File: config.mk
export PLATFORM = sky130hd
export DESIGN_NAME = plrf_front
export DESIGN_NICKNAME = d
export VERILOG_FILES = /design/src/hdl/plrf_pkg.sv /design/src/hdl/plrf_front.sv
export SDC_FILE = /design/constraint.sdc
export NUM_CORES = 1
export LEC_CHECK = 0
export BUFFER_PORTS_ARGS = -buffer_cell sky130_fd_sc_hd__buf_2
export CAP_MARGIN = 10
export CORE_ASPECT_RATIO = 0.7
export CORE_UTILIZATION = 28
export DETAILED_ROUTE_END_ITERATION = 7
export GPL_TIMING_DRIVEN = 0
export SETUP_SLACK_MARGIN = 0.05
export SLEW_MARGIN = 20
export SYNTH_ARGS = -nofsm -noshare
export SYNTH_HDL_FRONTEND = slang
export SYNTH_SLANG_ARGS = --single-unit
File: constraint.sdc
create_clock -name vclk -period 13.1
set_input_delay 2.62 -clock vclk [all_inputs]
set_output_delay 2.62 -clock vclk [all_outputs]
set_load 0.02 [all_outputs]
File: src/hdl/plrf_pkg.sv
// Shared types and constants for the paged LCD rectangle fill block.
// Holds the port payload structs, the front-to-back command, and the color tables.
// No dependencies.
`timescale 1ns / 1ps

package plrf_pkg;

    typedef struct packed {
        logic       action;
        logic [7:0] top_row;
        logic [6:0] left_column;
        logic [7:0] rect_width;
        logic [7:0] rect_height;
        logic [1:0] gray_color;
    } t_in_item;

    typedef struct packed {
        logic       is_read_reply;
        logic [7:0] high_plane_byte;
        logic [7:0] low_plane_byte;
    } t_out_item;

    localparam logic ACTION_FILL = 1'b0;
    localparam logic ACTION_READ = 1'b1;

    typedef enum logic [1:0] {
        KIND_FILL,
        KIND_READ,
        KIND_EMPTY_FILL,
        KIND_ZERO_READ
    } t_cmd_kind;

    // Pages and columns keep the widths that the input fields allow; the front
    // guarantees they are inside the frame for the kinds that touch the store.
    typedef struct packed {
        t_cmd_kind  kind;
        logic [4:0] first_page;
        logic [4:0] last_page;
        logic [7:0] first_col;
        logic [7:0] last_col;
        logic [7:0] first_mask;
        logic [7:0] last_mask;
        logic [7:0] hi_pat;
        logic [7:0] lo_pat;
    } t_cmd;

    localparam logic [7:0] HIGH_PLANE_OF [4] = '{8'h00, 8'h00, 8'hff, 8'hff};
    localparam logic [7:0] LOW_PLANE_OF  [4] = '{8'h00, 8'hff, 8'h00, 8'hff};
    localparam logic [7:0] FULL_MASK = 8'hff;

endpackage

File: src/hdl/plrf_front.sv
// Front end of the rectangle fill block: input handshake and item classification.
// Clips the rectangle and builds the row masks; depends on plrf_pkg.
`timescale 1ns / 1ps

module plrf_front #(
    parameter int PAGE_COUNT   = 22,
    parameter int COLUMN_COUNT = 128
) (
    input  logic               i_in_valid,
    output logic               o_in_ready,
    input  plrf_pkg::t_in_item i_in_item,
    input  logic               i_queue_full,
    input  logic               i_clear_done,
    output logic               o_push,
    output plrf_pkg::t_cmd     o_cmd
);
    import plrf_pkg::*;

    localparam logic [8:0] Rows = 9'(PAGE_COUNT * 8);
    localparam logic [8:0] Cols = 9'(COLUMN_COUNT);

    logic [8:0] bottom;
    logic [8:0] bottom_clip;
    logic [8:0] right;
    logic [8:0] right_clip;
    logic [7:0] last_row;
    logic [7:0] last_col;
    logic       fill_empty;
    logic       read_inside;

    assign o_in_ready = !i_queue_full && i_clear_done;
    assign o_push     = i_in_valid && o_in_ready;

    always_comb begin
        bottom      = {1'b0, i_in_item.top_row} + {1'b0, i_in_item.rect_height};
        bottom_clip = (bottom > Rows) ? Rows : bottom;
        right       = {2'b00, i_in_item.left_column} + {1'b0, i_in_item.rect_width};
        right_clip  = (right > Cols) ? Cols : right;
        last_row    = 8'(bottom_clip - 9'd1);
        last_col    = 8'(right_clip - 9'd1);

        // A rectangle that lies wholly outside the frame changes nothing.
        fill_empty = (i_in_item.rect_height == 8'd0) || (i_in_item.rect_width == 8'd0)
                  || ({2'b00, i_in_item.left_column} >= Cols)
                  || ({1'b0, i_in_item.top_row} >= Rows);
        read_inside = ({4'b0000, i_in_item.top_row[7:3]} < Rows[8:0] >> 3)
                   && ({2'b00, i_in_item.left_column} < Cols);

        o_cmd.first_page = i_in_item.top_row[7:3];
        o_cmd.last_page  = last_row[7:3];
        o_cmd.first_col  = {1'b0, i_in_item.left_column};
        o_cmd.last_col   = last_col;
        o_cmd.first_mask = FULL_MASK << i_in_item.top_row[2:0];
        o_cmd.last_mask  = FULL_MASK >> (3'd7 - last_row[2:0]);
        o_cmd.hi_pat     = HIGH_PLANE_OF[i_in_item.gray_color];
        o_cmd.lo_pat     = LOW_PLANE_OF[i_in_item.gray_color];

        if (i_in_item.action == ACTION_READ) begin
            o_cmd.kind = read_inside ? KIND_READ : KIND_ZERO_READ;
        end else begin
            o_cmd.kind = fill_empty ? KIND_EMPTY_FILL : KIND_FILL;
        end
    end

endmodule

# Word level (Yosys, flattened, before mapping)
# Index checks and enable logic that the tools add are counted.
# totals
output_inout_bits,62
reg_bits,0
input_bits,37
wordCells,31
# op_classes
muxes,11
magnitude_cmp,5
n_reduce_logical,7
add_sub_neg,5
shifts,2
n_bitwise,1
# ops
cell,count
two-way mux 8 bit,6
binary-select mux 8 bit (select 2 bit),2
"greater-than comparator 9 x 8 -> 1 bit, second input constant",2
logical NOT 8 bit,2
"subtractor 8 x 1 -> 8 bit, second input constant",2
adder 7 x 8 -> 9 bit,1
adder 8 x 8 -> 9 bit,1
">= comparator 8 bit, second input constant",1
"<< shifter 8 x 3 -> 8 bit, first input constant",1
">> shifter 8 x 3 -> 8 bit, first input constant",1
two-way mux 2 bit,3
"< comparator 5 bit, second input constant",1
">= comparator 3 bit, second input constant",1
inverter 2 -> 3 bit,1
"subtractor 3 bit, first input constant",1
logical AND 1 bit,2
logical OR 1 bit,2
logical NOT 1 bit,1

# Logic depth before layout (Yosys ltp)
# depth
depth_word,6
ltp_mapped,14
ltp_nobuf,13

# Least setup slack after synthesis
# OpenSTA, ideal clock, no wires.
# synth_path
kind,input to output
start,input i_in_item[2] in the netlist's numbering
end,output o_cmd[23] in the netlist's numbering
t_arrival_ns,5.375
required_time_ns,10.480
path_buffers,1
stages,13
path_slack_ns,5.105
cell_sequence,ha_1 > inv_1 > fa_1 > nand2b_1 > a21oi_1 > o211ai_2 > a31o_2 > a21boi_2 > nand2b_1 > ha_1 > clkbuf_1 > nand2b_1 > mux2i_1
# synth_lines
element,line,text
"start, declared",plrf_front.sv:11,"input plrf_pkg::t_in_item i_in_item,"
"end, declared",plrf_front.sv:15,output plrf_pkg::t_cmd o_cmd

==> impl_metrics.env <==
export IMPL_outcome="complete, no violations"
export IMPL_powerDensity_mw_per_mm2=81.6
export IMPL_post_cts_buffers=0
export IMPL_grt_max_degree=11
export IMPL_crit_chain="buf_2 -> ha_1 -> inv_1 -> fa_1 -> nand2b_1 -> a21oi_1 -> xor2_1 -> a31o_2 -> a21boi_2 -> nand2b_1 -> ha_1 -> clkbuf_1 -> nand2_1 -> mux2_4 -> buf_2"
export IMPL_core_area_mm2=0.00545
export IMPL_grt_total_usage=0.131
export IMPL_grt_use_met2=0.203
export IMPL_required_ns=10.48
export IMPL_hold_viol=0
export IMPL_cp_max_fo=10
export IMPL_syn_area_mm2=0.00164
export IMPL_ant_nets=0
export IMPL_routabilityCongestion=0.863
export IMPL_layout_nets=380
export IMPL_wl_per_cell_um=11.0
export IMPL_path_class="input pin to output port"
export IMPL_p_leak_nw=1.15
export IMPL_utilization=0.405
export IMPL_ys_types=55
export IMPL_die_area_mm2=0.00619
export IMPL_netlist_top_cells_area="buf_4 (15%), ha_1 (14%), a21oi_1 (4.3%)"
export IMPL_grt_pass1_wl_um=6750
export IMPL_antenna_found_initial=0
export IMPL_first_global_vias=1500
export IMPL_clock_fmax_mhz=118
export IMPL_final_common_cell="buf_2"
export IMPL_slew_viol_final=0
export IMPL_min_period_over_period=0.646
export IMPL_grt_use_met1=0.208
export IMPL_synth_largest_area_cell="buf_4"
export IMPL_synth_area_per_cell_um2=7.31
export IMPL_ys_warn_count=0
export IMPL_drc=0
export IMPL_dpl_cell_area_mm2=0.00221
export IMPL_rsz0062_at_grt="false"
export IMPL_overflow=0
export IMPL_seq_cells=0
export IMPL_final_cell_mix="buf_2 (94), buf_4 (32), ha_1 (19)"
export IMPL_critPathArrivalTime_ns=5.85
export IMPL_syn_to_final_growth_pct=34.3
export IMPL_cpPeakStageDelay_ns=0.40
export IMPL_slowest_stage="fa_1"
export IMPL_setup_tns_ns=0
export IMPL_wirelength_um=4310
export IMPL_holdBufCountCts=0
export IMPL_start_util=0.302
export IMPL_fillers=585
export IMPL_end_kind="output port"
export IMPL_dp_hpwl_um=3780
export IMPL_setup_viol=0
export IMPL_maxCapViolations=0
export IMPL_die_h_um=66.1
export IMPL_vias=1865
export IMPL_num_antenna_cells=0
export IMPL_synth_top_cell_area_share=0.146
export IMPL_io_pins=99
export IMPL_use_met3=0.00115
export IMPL_ir_drop_uv=29.2
export IMPL_drtPass1Iterations=4
export IMPL_ys_seq_area_frac=0
export IMPL_register_area_um2=0
export IMPL_rows=22
export IMPL_fp_dieW_um=93.6
export IMPL_first_iter_violations=82
export IMPL_crit_buf_inv=4
export IMPL_period_needed_ns=8.47
export IMPL_design_area_mm2=0.00221
export IMPL_grt_busiest_layer="met1"
export IMPL_cpLargestDelayFamily="adder cells"
export IMPL_startpoint_type="input pin"
export IMPL_port_buffers=94
export IMPL_ctsResizeCount=0
export IMPL_clkbuf_count=0
export IMPL_vias_per_cell=4.76
export IMPL_drive_gt1_frac=0.438
export IMPL_hp_class="input pin to output port"
export IMPL_synth_cells=225
synth_stat cells, drive strengths merged, types with 6 or more instances:
cell,number
ha,19
nor3,7
nand2,12
inv,13
nor2,15
nand2b,10
xor2,8
o21ai,6
a21oi,15
buf,33
nand3,8
layer usage:
metal / part of all wire / vias up / routed length [um]
met5: 0 / - / 0
met4: 0.0030 / 0 / 13
met3: 0.049 / 2 / 212
met2: 0.41 / 61 / 1770
met1: 0.54 / 828 / 2320
li1: - / 974 / -
where the power goes:
group / internal [mW] / switching, mW
sequential: 0 / 0
clock: 0 / 0
combinational: 0.0753 / 0.105
final timing paths:
check | cells after the start | startpoint | to
worst max-delay path | 15 | i_in_item[25] | o_cmd[17]
worst min-delay path | 2 | i_in_item[1] | o_cmd[13]
cell type report:
class	count	area, um2	area share
Buffer	34	248	0.112
Inverter	13	48.8	0.0221
Multi-Input combinational cell	179	1350	0.612
Tap cell	72	90.1	0.0408
Timing Repair Buffer	94	470	0.213
stage by stage:
stage               total power, mW  hold slack, ns  setup slack (ns)  cells
detailed placement            0.181            5.46              4.65    392
CTS                           0.181            5.46              4.64    392
global route                  0.197            5.46              4.33    392
floorplan                     0.134            5.31              5.10    226
finish                        0.180            5.46              4.63    392
global placement              0.178            5.46              4.68    392
kinds of logic (layout without fill, tap and decap cells):
group / count (synthesis) / after routing / synth area share
other cells: 2 / 3 / 0.00457
xor+xnor: 13 / 13 / 0.0738
buf+inv: 47 / 141 / 0.180
fa+ha+maj: 21 / 21 / 0.169
mux: 6 / 6 / 0.0487
compound gates: 56 / 56 / 0.261
simple gates: 80 / 80 / 0.263
Note: power is estimated with default switching activity, not from simulation.
