### src/hdl/plrf_pkg.sv
// Shared types and constants for the paged LCD rectangle fill block.
// Holds the port payload structs, the front-to-back command, and the color tables.
// No dependencies.
`timescale 1ns / 1ps

package plrf_pkg;

    typedef struct packed {
        logic       action;
        logic [7:0] top_row;
        logic [6:0] left_column;
        logic [7:0] rect_width;
        logic [7:0] rect_height;
        logic [1:0] gray_color;
    } t_in_item;

    typedef struct packed {
        logic       is_read_reply;
        logic [7:0] high_plane_byte;
        logic [7:0] low_plane_byte;
    } t_out_item;

    localparam logic ACTION_FILL = 1'b0;
    localparam logic ACTION_READ = 1'b1;

    typedef enum logic [1:0] {
        KIND_FILL,
        KIND_READ,
        KIND_EMPTY_FILL,
        KIND_ZERO_READ
    } t_cmd_kind;

    // Pages and columns keep the widths that the input fields allow; the front
    // guarantees they are inside the frame for the kinds that touch the store.
    typedef struct packed {
        t_cmd_kind  kind;
        logic [4:0] first_page;
        logic [4:0] last_page;
        logic [7:0] first_col;
        logic [7:0] last_col;
        logic [7:0] first_mask;
        logic [7:0] last_mask;
        logic [7:0] hi_pat;
        logic [7:0] lo_pat;
    } t_cmd;

    localparam logic [7:0] HIGH_PLANE_OF [4] = '{8'h00, 8'h00, 8'hff, 8'hff};
    localparam logic [7:0] LOW_PLANE_OF  [4] = '{8'h00, 8'hff, 8'h00, 8'hff};
    localparam logic [7:0] FULL_MASK = 8'hff;

endpackage

### src/hdl/plrf_queue.sv
// Two-entry command queue between the front end and the store sequencer.
// Lets the front keep accepting while the back works; depends on plrf_pkg.
`timescale 1ns / 1ps

module plrf_queue (
    input  logic           i_clk,
    input  logic           i_rst_n,
    input  logic           i_push,
    input  plrf_pkg::t_cmd i_cmd,
    output logic           o_full,
    input  logic           i_pop,
    output logic           o_valid,
    output plrf_pkg::t_cmd o_cmd
);
    import plrf_pkg::*;

    t_cmd       r_slot [2];
    logic       r_wr_ptr;
    logic       r_rd_ptr;
    logic [1:0] r_count;
    logic       n_wr_ptr;
    logic       n_rd_ptr;
    logic [1:0] n_count;
    logic       do_push;
    logic       do_pop;

    assign o_full  = (r_count == 2'd2);
    assign o_valid = (r_count != 2'd0);
    assign o_cmd   = r_slot[r_rd_ptr];
    assign do_push = i_push && !o_full;
    assign do_pop  = i_pop && o_valid;

    always_comb begin
        n_wr_ptr = do_push ? !r_wr_ptr : r_wr_ptr;
        n_rd_ptr = do_pop ? !r_rd_ptr : r_rd_ptr;
        n_count  = r_count;
        if (do_push && !do_pop) begin
            n_count = r_count + 2'd1;
        end else if (do_pop && !do_push) begin
            n_count = r_count - 2'd1;
        end
    end

    always_ff @(posedge i_clk) begin
        if (!i_rst_n) begin
            r_wr_ptr <= 1'b0;
            r_rd_ptr <= 1'b0;
            r_count  <= 2'd0;
        end else begin
            r_wr_ptr <= n_wr_ptr;
            r_rd_ptr <= n_rd_ptr;
            r_count  <= n_count;
        end
    end

    always_ff @(posedge i_clk) begin
        if (do_push) begin
            r_slot[r_wr_ptr] <= i_cmd;
        end
    end

endmodule

### config.mk
export PLATFORM = sky130hd
export DESIGN_NAME = plrf_queue
export DESIGN_NICKNAME = d
export VERILOG_FILES = /design/src/hdl/plrf_pkg.sv /design/src/hdl/plrf_queue.sv
export SDC_FILE = /design/constraint.sdc
export NUM_CORES = 1
export LEC_CHECK = 0
export ABC_AREA = 1
export BUFFER_PORTS_ARGS = -buffer_cell sky130_fd_sc_hd__buf_2
export CAP_MARGIN = 20
export CORE_MARGIN = 2
export CORE_UTILIZATION = 52
export CTS_CLUSTER_DIAMETER = 120
export DETAILED_ROUTE_END_ITERATION = 7
export GPL_ROUTABILITY_DRIVEN = 0
export GPL_TIMING_DRIVEN = 0
export PLACE_DENSITY = 0.79
export RECOVER_POWER = 50
export REMOVE_ABC_BUFFERS = 1
export SYNTH_ARGS = -nofsm -noshare
export SYNTH_HDL_FRONTEND = slang
export SYNTH_SLANG_ARGS = --single-unit
export TNS_END_PERCENT = 20
### constraint.sdc
create_clock -name i_clk -period 4.3 [get_ports i_clk]
set_clock_uncertainty 0.15 [all_clocks]
set_input_delay 0.215 -clock i_clk [delete_from_list [all_inputs] [get_ports i_clk]]
set_output_delay 0.215 -clock i_clk [all_outputs]
set_load 0.005 [all_outputs]
## Word level (Yosys, flattened, before mapping)

Memories as Yosys holds them, arrays and structs flattened. A register that Yosys moved wholly into a read port is not among the register bits.
Cells that the tools add are included.

| operators by class | value |
|---|---|
| add/subtract/negate cells | 2 |
| multiply operators | 0 |
| div/mod/pow operators | 0 |
| order comparisons | 0 |
| eq/ne operators | 1 |
| shifts and indexed selects | 0 |
| multiplexer cells | 6 |
| bitwise operators | 0 |
| reductions and logical operators | 11 |

Operators with widths:

| operator | number |
|---|---|
| $logic_not 1->1 | 5 |
| $logic_and 1x1->1 | 4 |
| $mux 1 | 4 |
| $mux 2 | 2 |
| $reduce_bool 2->1 | 2 |
| $add 2x1->2 const B | 1 |
| $eq 2x2->1 const B | 1 |
| $sub 2x1->2 const B | 1 |

| word-level totals | value |
|---|---|
| flip-flop bits (word level) | 4 |
| bits in latches | 0 |
| memory bits (writable) | 120 |
| ROM bits | 0 |
| output and inout bits | 62 |
| memories | 1 |

Memories:

| name | words | bits a word | read ports | clocked after Yosys merged registers in | write ports | line | text |
|---|---|---|---|---|---|---|---|
| r_slot | 2 | 60 | 1 | 1 | 1 | plrf_queue.sv:17 | `t_cmd r_slot [2];` |

## Logic depth before layout (Yosys ltp)

Gate-level depths: netlist (run 1).

| depth | value |
|---|---|
| depth in word-level cells | 7 |
| depth in mapped cells | 10 |
| depth with buffers taken out | 10 |

## Worst setup path after synthesis (run 1)

Ideal clock, no wire load.

| path | value |
|---|---|
| kind | register -> register |
| from | register r_count[1] |
| to | memory r_slot[0][0] (netlist name) (enable) |
| arrival | 3.001 ns |
| required time | 3.672 ns |
| slack | 0.671 ns |
| cell stages (with the launch flop) | 4 |
| path buffers | 0 |
| path through | dfxtp_1 inv_1 o21ai_2 nor2_1 |

| between the ends | value |
|---|---|
| longest elaborated chain between the ends | 5 |

RTL lines:

| element | line | text |
|---|---|---|
| start, declared | plrf_queue.sv:20 | `logic [1:0] r_count;` |
| start signal, assigned | plrf_queue.sv:52 | `r_count <= n_count;` |
| $eq 2x2->1 | plrf_queue.sv:27 | `assign o_full = (r_count == 2'd2);` |
| $logic_not 1->1 | plrf_queue.sv:30 | `assign do_push = i_push && !o_full;` |
| $logic_and 1x1->1 | plrf_queue.sv:30 |  |
| $mux 1 | plrf_queue.sv:57 | `if (do_push) begin` |
| $mux 1 (not written as such) | plrf_queue.sv:58 | `r_slot[r_wr_ptr] <= i_cmd;` |
| end, declared | plrf_queue.sv:17 |  |

No other way between the ends.

## Worst setup path after layout (run 1)

| path | value |
|---|---|
| from | register r_count[1] |
| to | memory r_slot[1][13] (netlist name) (enable) |

Same word-level chain as after synthesis.

==> impl_results.md, run 1 <==
* Fin crit share at 67.1%
* Violated checks: capacitance limit, slew limit
* P_int at 2.98 mW
* DRT iter0 DRCs at 71
* Pwr Total at 3.93 mW
* H-Tree Depth at 4
* Clock tree from TritonCTS: yes
* Total net switching power at 952 µW
* Io pins at 126
* Via count at 2,716
* YS warnings at 0
* Post-cts repair resize count at 0
* Final Net Count at 493
* Filler cells at 571
* CTS Buf Count at 17
* FF+latch count, synth at 125
* Initial core utilization at 53.3%
* Max cap viols at 1
* Diodes inserted at 0
* Worst Path Required at 4.34 ns
* HP Class: in2reg
* Total GRT Usage at 18.8%
* Pre-CTS setup slack at 2.30 ns
* Syn avg cell area at 21.8 µm²
* Slew HR at -14.3%
* First-pass GRT wire length at 14,000 µm
* Reg power frac at 41.6%
* Vias in the first global route at 2,857
* Critical Path Start Type: flip-flop
* Final cell count without fillers at 552
* Port bufs at 125
* Crit path capture type: flip-flop
* Synth-to-Final Area Change at 39.6%
* DRC at 0
* Grt met2 use at 35.3%
* Clock tree buffer depth at 2
* Final worst slack at 1.41 ns
* Clock Sinks at 125
* Synthesized cell area at 4880 µm²
* Routed Antenna Nets at 0
* Crit path time final at 2.89 ns
* Hold Fails Final Rpt at 0
* Worst-path cell with the longest stage delay: nor2_1
* Post-Place Cells at 458
* Mapped Cells at 224
* CP arrival at 2.93 ns
* Power Density at 577 nW/µm²
* Outcome: complete, but fails checks
* Crit Path Max Fanout at 28
* Clk Tree Root Cell: clkbuf_8
* Die Y at 101 µm
* CTS clk-pin slew, worst paths at 0.06 ns
* Die area at 10,200 µm²
* Seq/Total Area, Yosys at 75.9%
* Final setup fails at 0
* Initial antenna violation count at 0
* Setup TNS Final at 0 ns
* Layout cells sized above 1 at 40.6%
* Clock share of power at 36.9%
* Final Slew Violations at 17
* Met3 GRT Util at 5.69%
* Crit-path cells: inv_1 -> o21ai_0 -> nor2_1 -> buf_16 -> buf_12
* WHS Path Cells at 5
* Reg2Reg Depth at 5
* Gr busiest metal: met2
* LEAKAGE at 2.66 nW
* Skew-Pair Late Insertion Delay at 0.49 ns
* WL final at 9240 µm
* Layout Utilization at 74.4%
* Die width at 101 µm
* Congestion Overflow GR at 0
* Final Hold Slack at 0.112 ns
* RSZ-0062 raised after global routing: no
* Fin area at 6810 µm²
* M1 GR Usage at 19.6%
* Combinational power share at 21.5%
* Dpl cell area at 5650 µm²
* Netlist cell types at 15
* Switch share at 24.2%
* F_max at 346 MHz
* Largest net degree at the start of global routing at 36
* Core area at 9150 µm²
* Routed WL per cell at 16.7 µm
* Pre-Repair DR Iteration Count at 4
* Vias per cell at 4.92
* CP peak stage delay at 1.31 ns
* Hpwl dp at 5410 µm
* Worst vdd ir at 0.369 mV
* CP Class: reg2reg
* Row count at 35
* Worst-margin pin slew at 1.71 ns
routing by layer:
layer,routed length [µm],part of all wire (%)
met4,74,0.80
met3,470,5.1
met1,3520,38
met2,5180,56
met5,0,0
flip-flops by register name (all words and copies together), names as in the netlist, named ones only:
signal    flops
r_slot      120
r_count       2
r_rd_ptr      1
r_wr_ptr      1
layout make-up:
| class | count | area (µm²) | share of cell area (%) |
|---|---|---|---|
| clock buffers | 20 | 425 | 6.25 |
| well taps | 111 | 139 | 2.04 |
| flip-flops and latches | 125 | 3710 | 54.4 |
| multi-input cells | 84 | 1010 | 14.9 |
| clock inverters | 12 | 188 | 2.76 |
| repair buffers | 192 | 1310 | 19.2 |
| inverters | 8 | 30.0 | 0.441 |
kinds of logic after synthesis:
group / count (synthesis) / share of synthesized area [%]
buffers and inverters: 15 / 3.31
AND/OR/NAND/NOR: 18 / 1.46
flip-flops: 125 / 75.9
multiplexers: 60 / 18.5
AO/OA/AOI/OAI: 5 / 0.641
adder cells (fa/ha/maj): 1 / 0.256
synth_stat cells, drive strengths merged:
cell type / n / area (µm²)
edfxtp: 120 / 3600
mux2: 60 / 901
nor2: 9 / 33.8
inv: 8 / 30.0
buf: 7 / 131
nand2: 7 / 26.3
dfxtp: 5 / 100
o21ai: 3 / 18.8
a21oi: 1 / 5.00
ha: 1 / 12.5
nand3: 1 / 5.00
nand4: 1 / 6.26
o21a: 1 / 7.51
power groups by stage:
stage	combinational, mW	clock [mW]	sequential [mW]
2_1_floorplan	0.490	0	1.68
3_3_place_gp	0.749	0	1.72
3_5_place_dp	0.813	0	1.66
4_1_cts	0.861	1.48	1.63
5_1_grt	0.910	1.53	1.65
6_report	0.845	1.45	1.64
path summary, 6_finish.rpt:
| path | start | end | slack (ns) |
|---|---|---|---|
| max reg2reg | r_count[1]$_SDFFE_PN0P_ | r_slot[1][13]$_DFFE_PP_ | 1.41 |
| max | r_count[1]$_SDFFE_PN0P_ | r_slot[1][13]$_DFFE_PP_ | 1.41 |
| min | i_push | r_wr_ptr$_SDFFE_PN0N_ | 0.11 |
| min reg2reg | r_rd_ptr$_SDFFE_PN0P_ | r_rd_ptr$_SDFFE_PN0P_ | 0.37 |
critical path: cells and delay by family (launching register included):
family                 cells  cell delay (ns)
buffers and inverters      3             0.58
DFF                        1             0.34
and+or+nand+nor            1             1.31
AOI/OAI and AO/OA          1             0.18
cells in the final DEF (no fill, tap or decap), drive strengths merged:
cell type    synthesis  final
a21oi                1      1
nand4                1      1
clkinvlp             0      2
o21ai                3      3
mux2                60     60
inv                  8     10
clkbuf               0     67
nor2                 9      9
ha                   1      1
nand3                1      1
edfxtp             120    120
clkinv               0      4
bufinv               0      4
o21a                 1      1
dfxtp                5      5
nand2                7      7
buf                  7     83
dlygate4sd3          0     62
repair_timing:
item / 4_1_cts / 5_1_grt
setup buffers: 0 / 0
hold endpoints to repair: 125 / 0
hold buffers: 62 / 0
(Power assumes the default switching activity.)
==> run 2, diff against run 1 <==
CORE_UTILIZATION = 47   (was 52)
PLACE_DENSITY = 0.75   (was 0.79)
clock period = 2.6 ns   (was 4.3 ns; I/O delays follow)
==> run 2 against run 1 <==
  * The flow now finishes without violations
  * Sequential share of layout area hardly changed
  * First-iteration DRC count is 9.9% higher
  * Die area rose by 10%
  * Sequential power is 63% higher
  * Final cell count rose by 4.5%
  * Worst hold slack better by 0.088 ns
  * Utilization fell by 7.5 points
  * Critical path depth shrank 2
  * Largest power group unchanged
==> impl_results.md, run 2 (synthesis results as in run 1) <==
* Total GRT Usage at 16.9% (-1.9 points)
* CTS Buf Count at 17 (unchanged)
* RSZ-0062 raised after global routing: no
* Worst vdd ir at 0.517 mV (+40%)
* Clock tree buffer depth at 2 (unchanged)
* Crit path max-delay family: flip-flops
* Via count at 2,702 (-0.52%)
* Total net switching power at 1.50 mW (+57%)
* Post-Place Cells at 483 (+5.5%)
* DRT iter0 DRCs at 78 (+9.9%)
* Die Y at 106 µm (+5.0%)
* Clock tree from TritonCTS: yes
* P_int at 4.80 mW (+61%)
* Worst-path cell with the longest stage delay: dfxtp_4
* Final Slew Violations at 0 (-17)
* Combinational power share at 22.7% (+1.2 points)
* Crit Path Max Fanout at 42 (+50%)
* Port bufs at 125 (unchanged)
* Clock Sinks at 125 (unchanged)
* Row count at 37 (+5.7%)
* H-Tree Depth at 4 (unchanged)
* Worst Path Required at 2.32 ns (-2.02 ns)
* Die width at 106 µm (+5.0%)
* Most common cell after layout, fill and taps aside: edfxtp_1
* Most flop-heavy register: r_slot
* WL final at 8920 µm (-3.5%)
* Layout cells sized above 1 at 39.0% (-1.6 points)
* Pre-Repair DR Iteration Count at 4 (unchanged)
* Worst Path Buf+Inv at 2 (-1)
* CP peak stage delay at 0.59 ns (-0.72 ns)
* Top Registers: r_slot: 120 flops, r_count: 2 flops
* Congestion Overflow GR at 0 (unchanged)
* Vias in the first global route at 2,924 (+2.3%)
* Number of flip-flops in the largest register at 120 (unchanged)
* LEAKAGE at 2.64 nW (-0.70%)
* Commonest cells after routing, fill and taps aside: 120 x edfxtp_1, 76 x buf_2, 63 x dlygate4sd3_1
* Largest net degree at the start of global routing at 43 (+19%)
* CP arrival at 1.92 ns (-1.01 ns)
* Clock share of power at 34.8% (-2.1 points)
* Diodes inserted at 0 (unchanged)
* Die area at 11,200 µm² (+10%)
* Slew HR at 44.7% (+59 points)
* Switch share at 23.8% (-0.46 points)
* Crit path time final at 2.20 ns
* Fin crit share at 84.7%
* Final cell count without fillers at 577 (+4.5%)
* Routed WL per cell at 15.5 µm (-7.7%)
* Setup TNS Final at 0 ns (unchanged)
* CP Class: reg2out
* Io pins at 126 (unchanged)
* Crit path capture type: output port
* HP Class: in2reg
* Hpwl dp at 5380 µm (-0.54%)
* Initial antenna violation count at 0 (unchanged)
* CTS clk-pin slew, worst paths at 0.06 ns (about the same)
* First-pass GRT wire length at 14,000 µm (about the same)
* Worst-margin pin slew at 0.821 ns (-0.886 ns)
* Critical Path Start Type: flip-flop
* Layout Utilization at 66.9% (-7.5 points)
* F_max at 454 MHz
* DRC at 0 (unchanged)
* Final setup fails at 0 (unchanged)
* Hold Fails Final Rpt at 0 (unchanged)
* Post-cts repair resize count at 0 (unchanged)
* Clk Tree Root Cell: clkbuf_8
* Final Hold Slack at 0.200 ns (+0.0879 ns)
* Core area at 10,200 µm² (+11%)
* Synth-to-Final Area Change at 39.6% (about the same)
* Vias per cell at 4.68 (-4.8%)
* Initial core utilization at 47.9% (-5.4 points)
* Power Density at 925 nW/µm² (+60%)
* Routed Antenna Nets at 0 (unchanged)
* Skew-Pair Late Insertion Delay at 0.50 ns (about the same)
* Final Net Count at 494 (+0.20%)
* Max cap viols at 0 (-1)
* Reg power frac at 42.5% (+0.9 points)
* Crit-path cells: buf_16 -> mux2_4 -> buf_2
* Post-CTS setup buffer count at 0 (unchanged)
* Outcome: finished clean
## run 2: changes by cell type in the layout (fill, tap and decap cells not counted), moves of 3 or more
cell and delta:
clkbuf_1 +6, clkinv_2 +5, clkbuf_2 -3, clkinv_4 -4
## run 2: path summary, 6_finish.rpt
path | from | cells past startpoint | to | slack, ns
max | flip-flop | 3 | o_cmd[49] | 0.40
min | i_cmd[33] | 2 | r_slot[0][33]$_DFFE_PP_ | 0.20
max reg2reg | r_count[1]$_SDFFE_PN0P_ | 9 | r_count[1]$_SDFFE_PN0P_ | 0.41
min reg2reg | r_rd_ptr$_SDFFE_PN0P_ | 2 | r_rd_ptr$_SDFFE_PN0P_ | 0.35
## run 2: what timing repair did
action | 4_1_cts | 5_1_grt
hold buffers | 63 | 0
setup endpoints to repair | 0 | 0
hold endpoints to repair | 125 | 0
## run 2: area by class of cell
cell class | instances | area (µm²)
repair buffers | 193 | 1330
clock buffers | 21 | 429
well taps | 136 | 170
multi-input cells | 84 | 1030
inverters | 8 | 30.0
fillers | 738 | 3370
flip-flops and latches | 125 | 3710
clock inverters | 10 | 123
## run 2: layer usage
layer	track usage, %	vias up	wire, µm
met3	5.15	14	453
li1	-	1277	-
met1	17.2	1325	3320
met2	31.8	86	5000
met4	7.05	0	143
met5	0	-	0
## run 2: power by group through the flow
stage | sequential [mW] | clock (mW) | combinational (mW)
2_1_floorplan | 2.78 | 0 | 0.810
3_3_place_gp | 2.84 | 0 | 1.24
3_5_place_dp | 2.72 | 0 | 1.38
4_1_cts | 2.68 | 2.23 | 1.46
5_1_grt | 2.71 | 2.32 | 1.55
6_report | 2.68 | 2.19 | 1.43
## run 2: through the flow
step	setup slack [ns]	cell area (µm²)	total power [mW]
floorplan	-1.03	4750	3.59
global placement	-2.46	5550	4.09
global route	0.167	6820	6.58
finish	0.397	6820	6.30
detailed placement	0.784	5690	4.10
CTS	0.350	6880	6.38
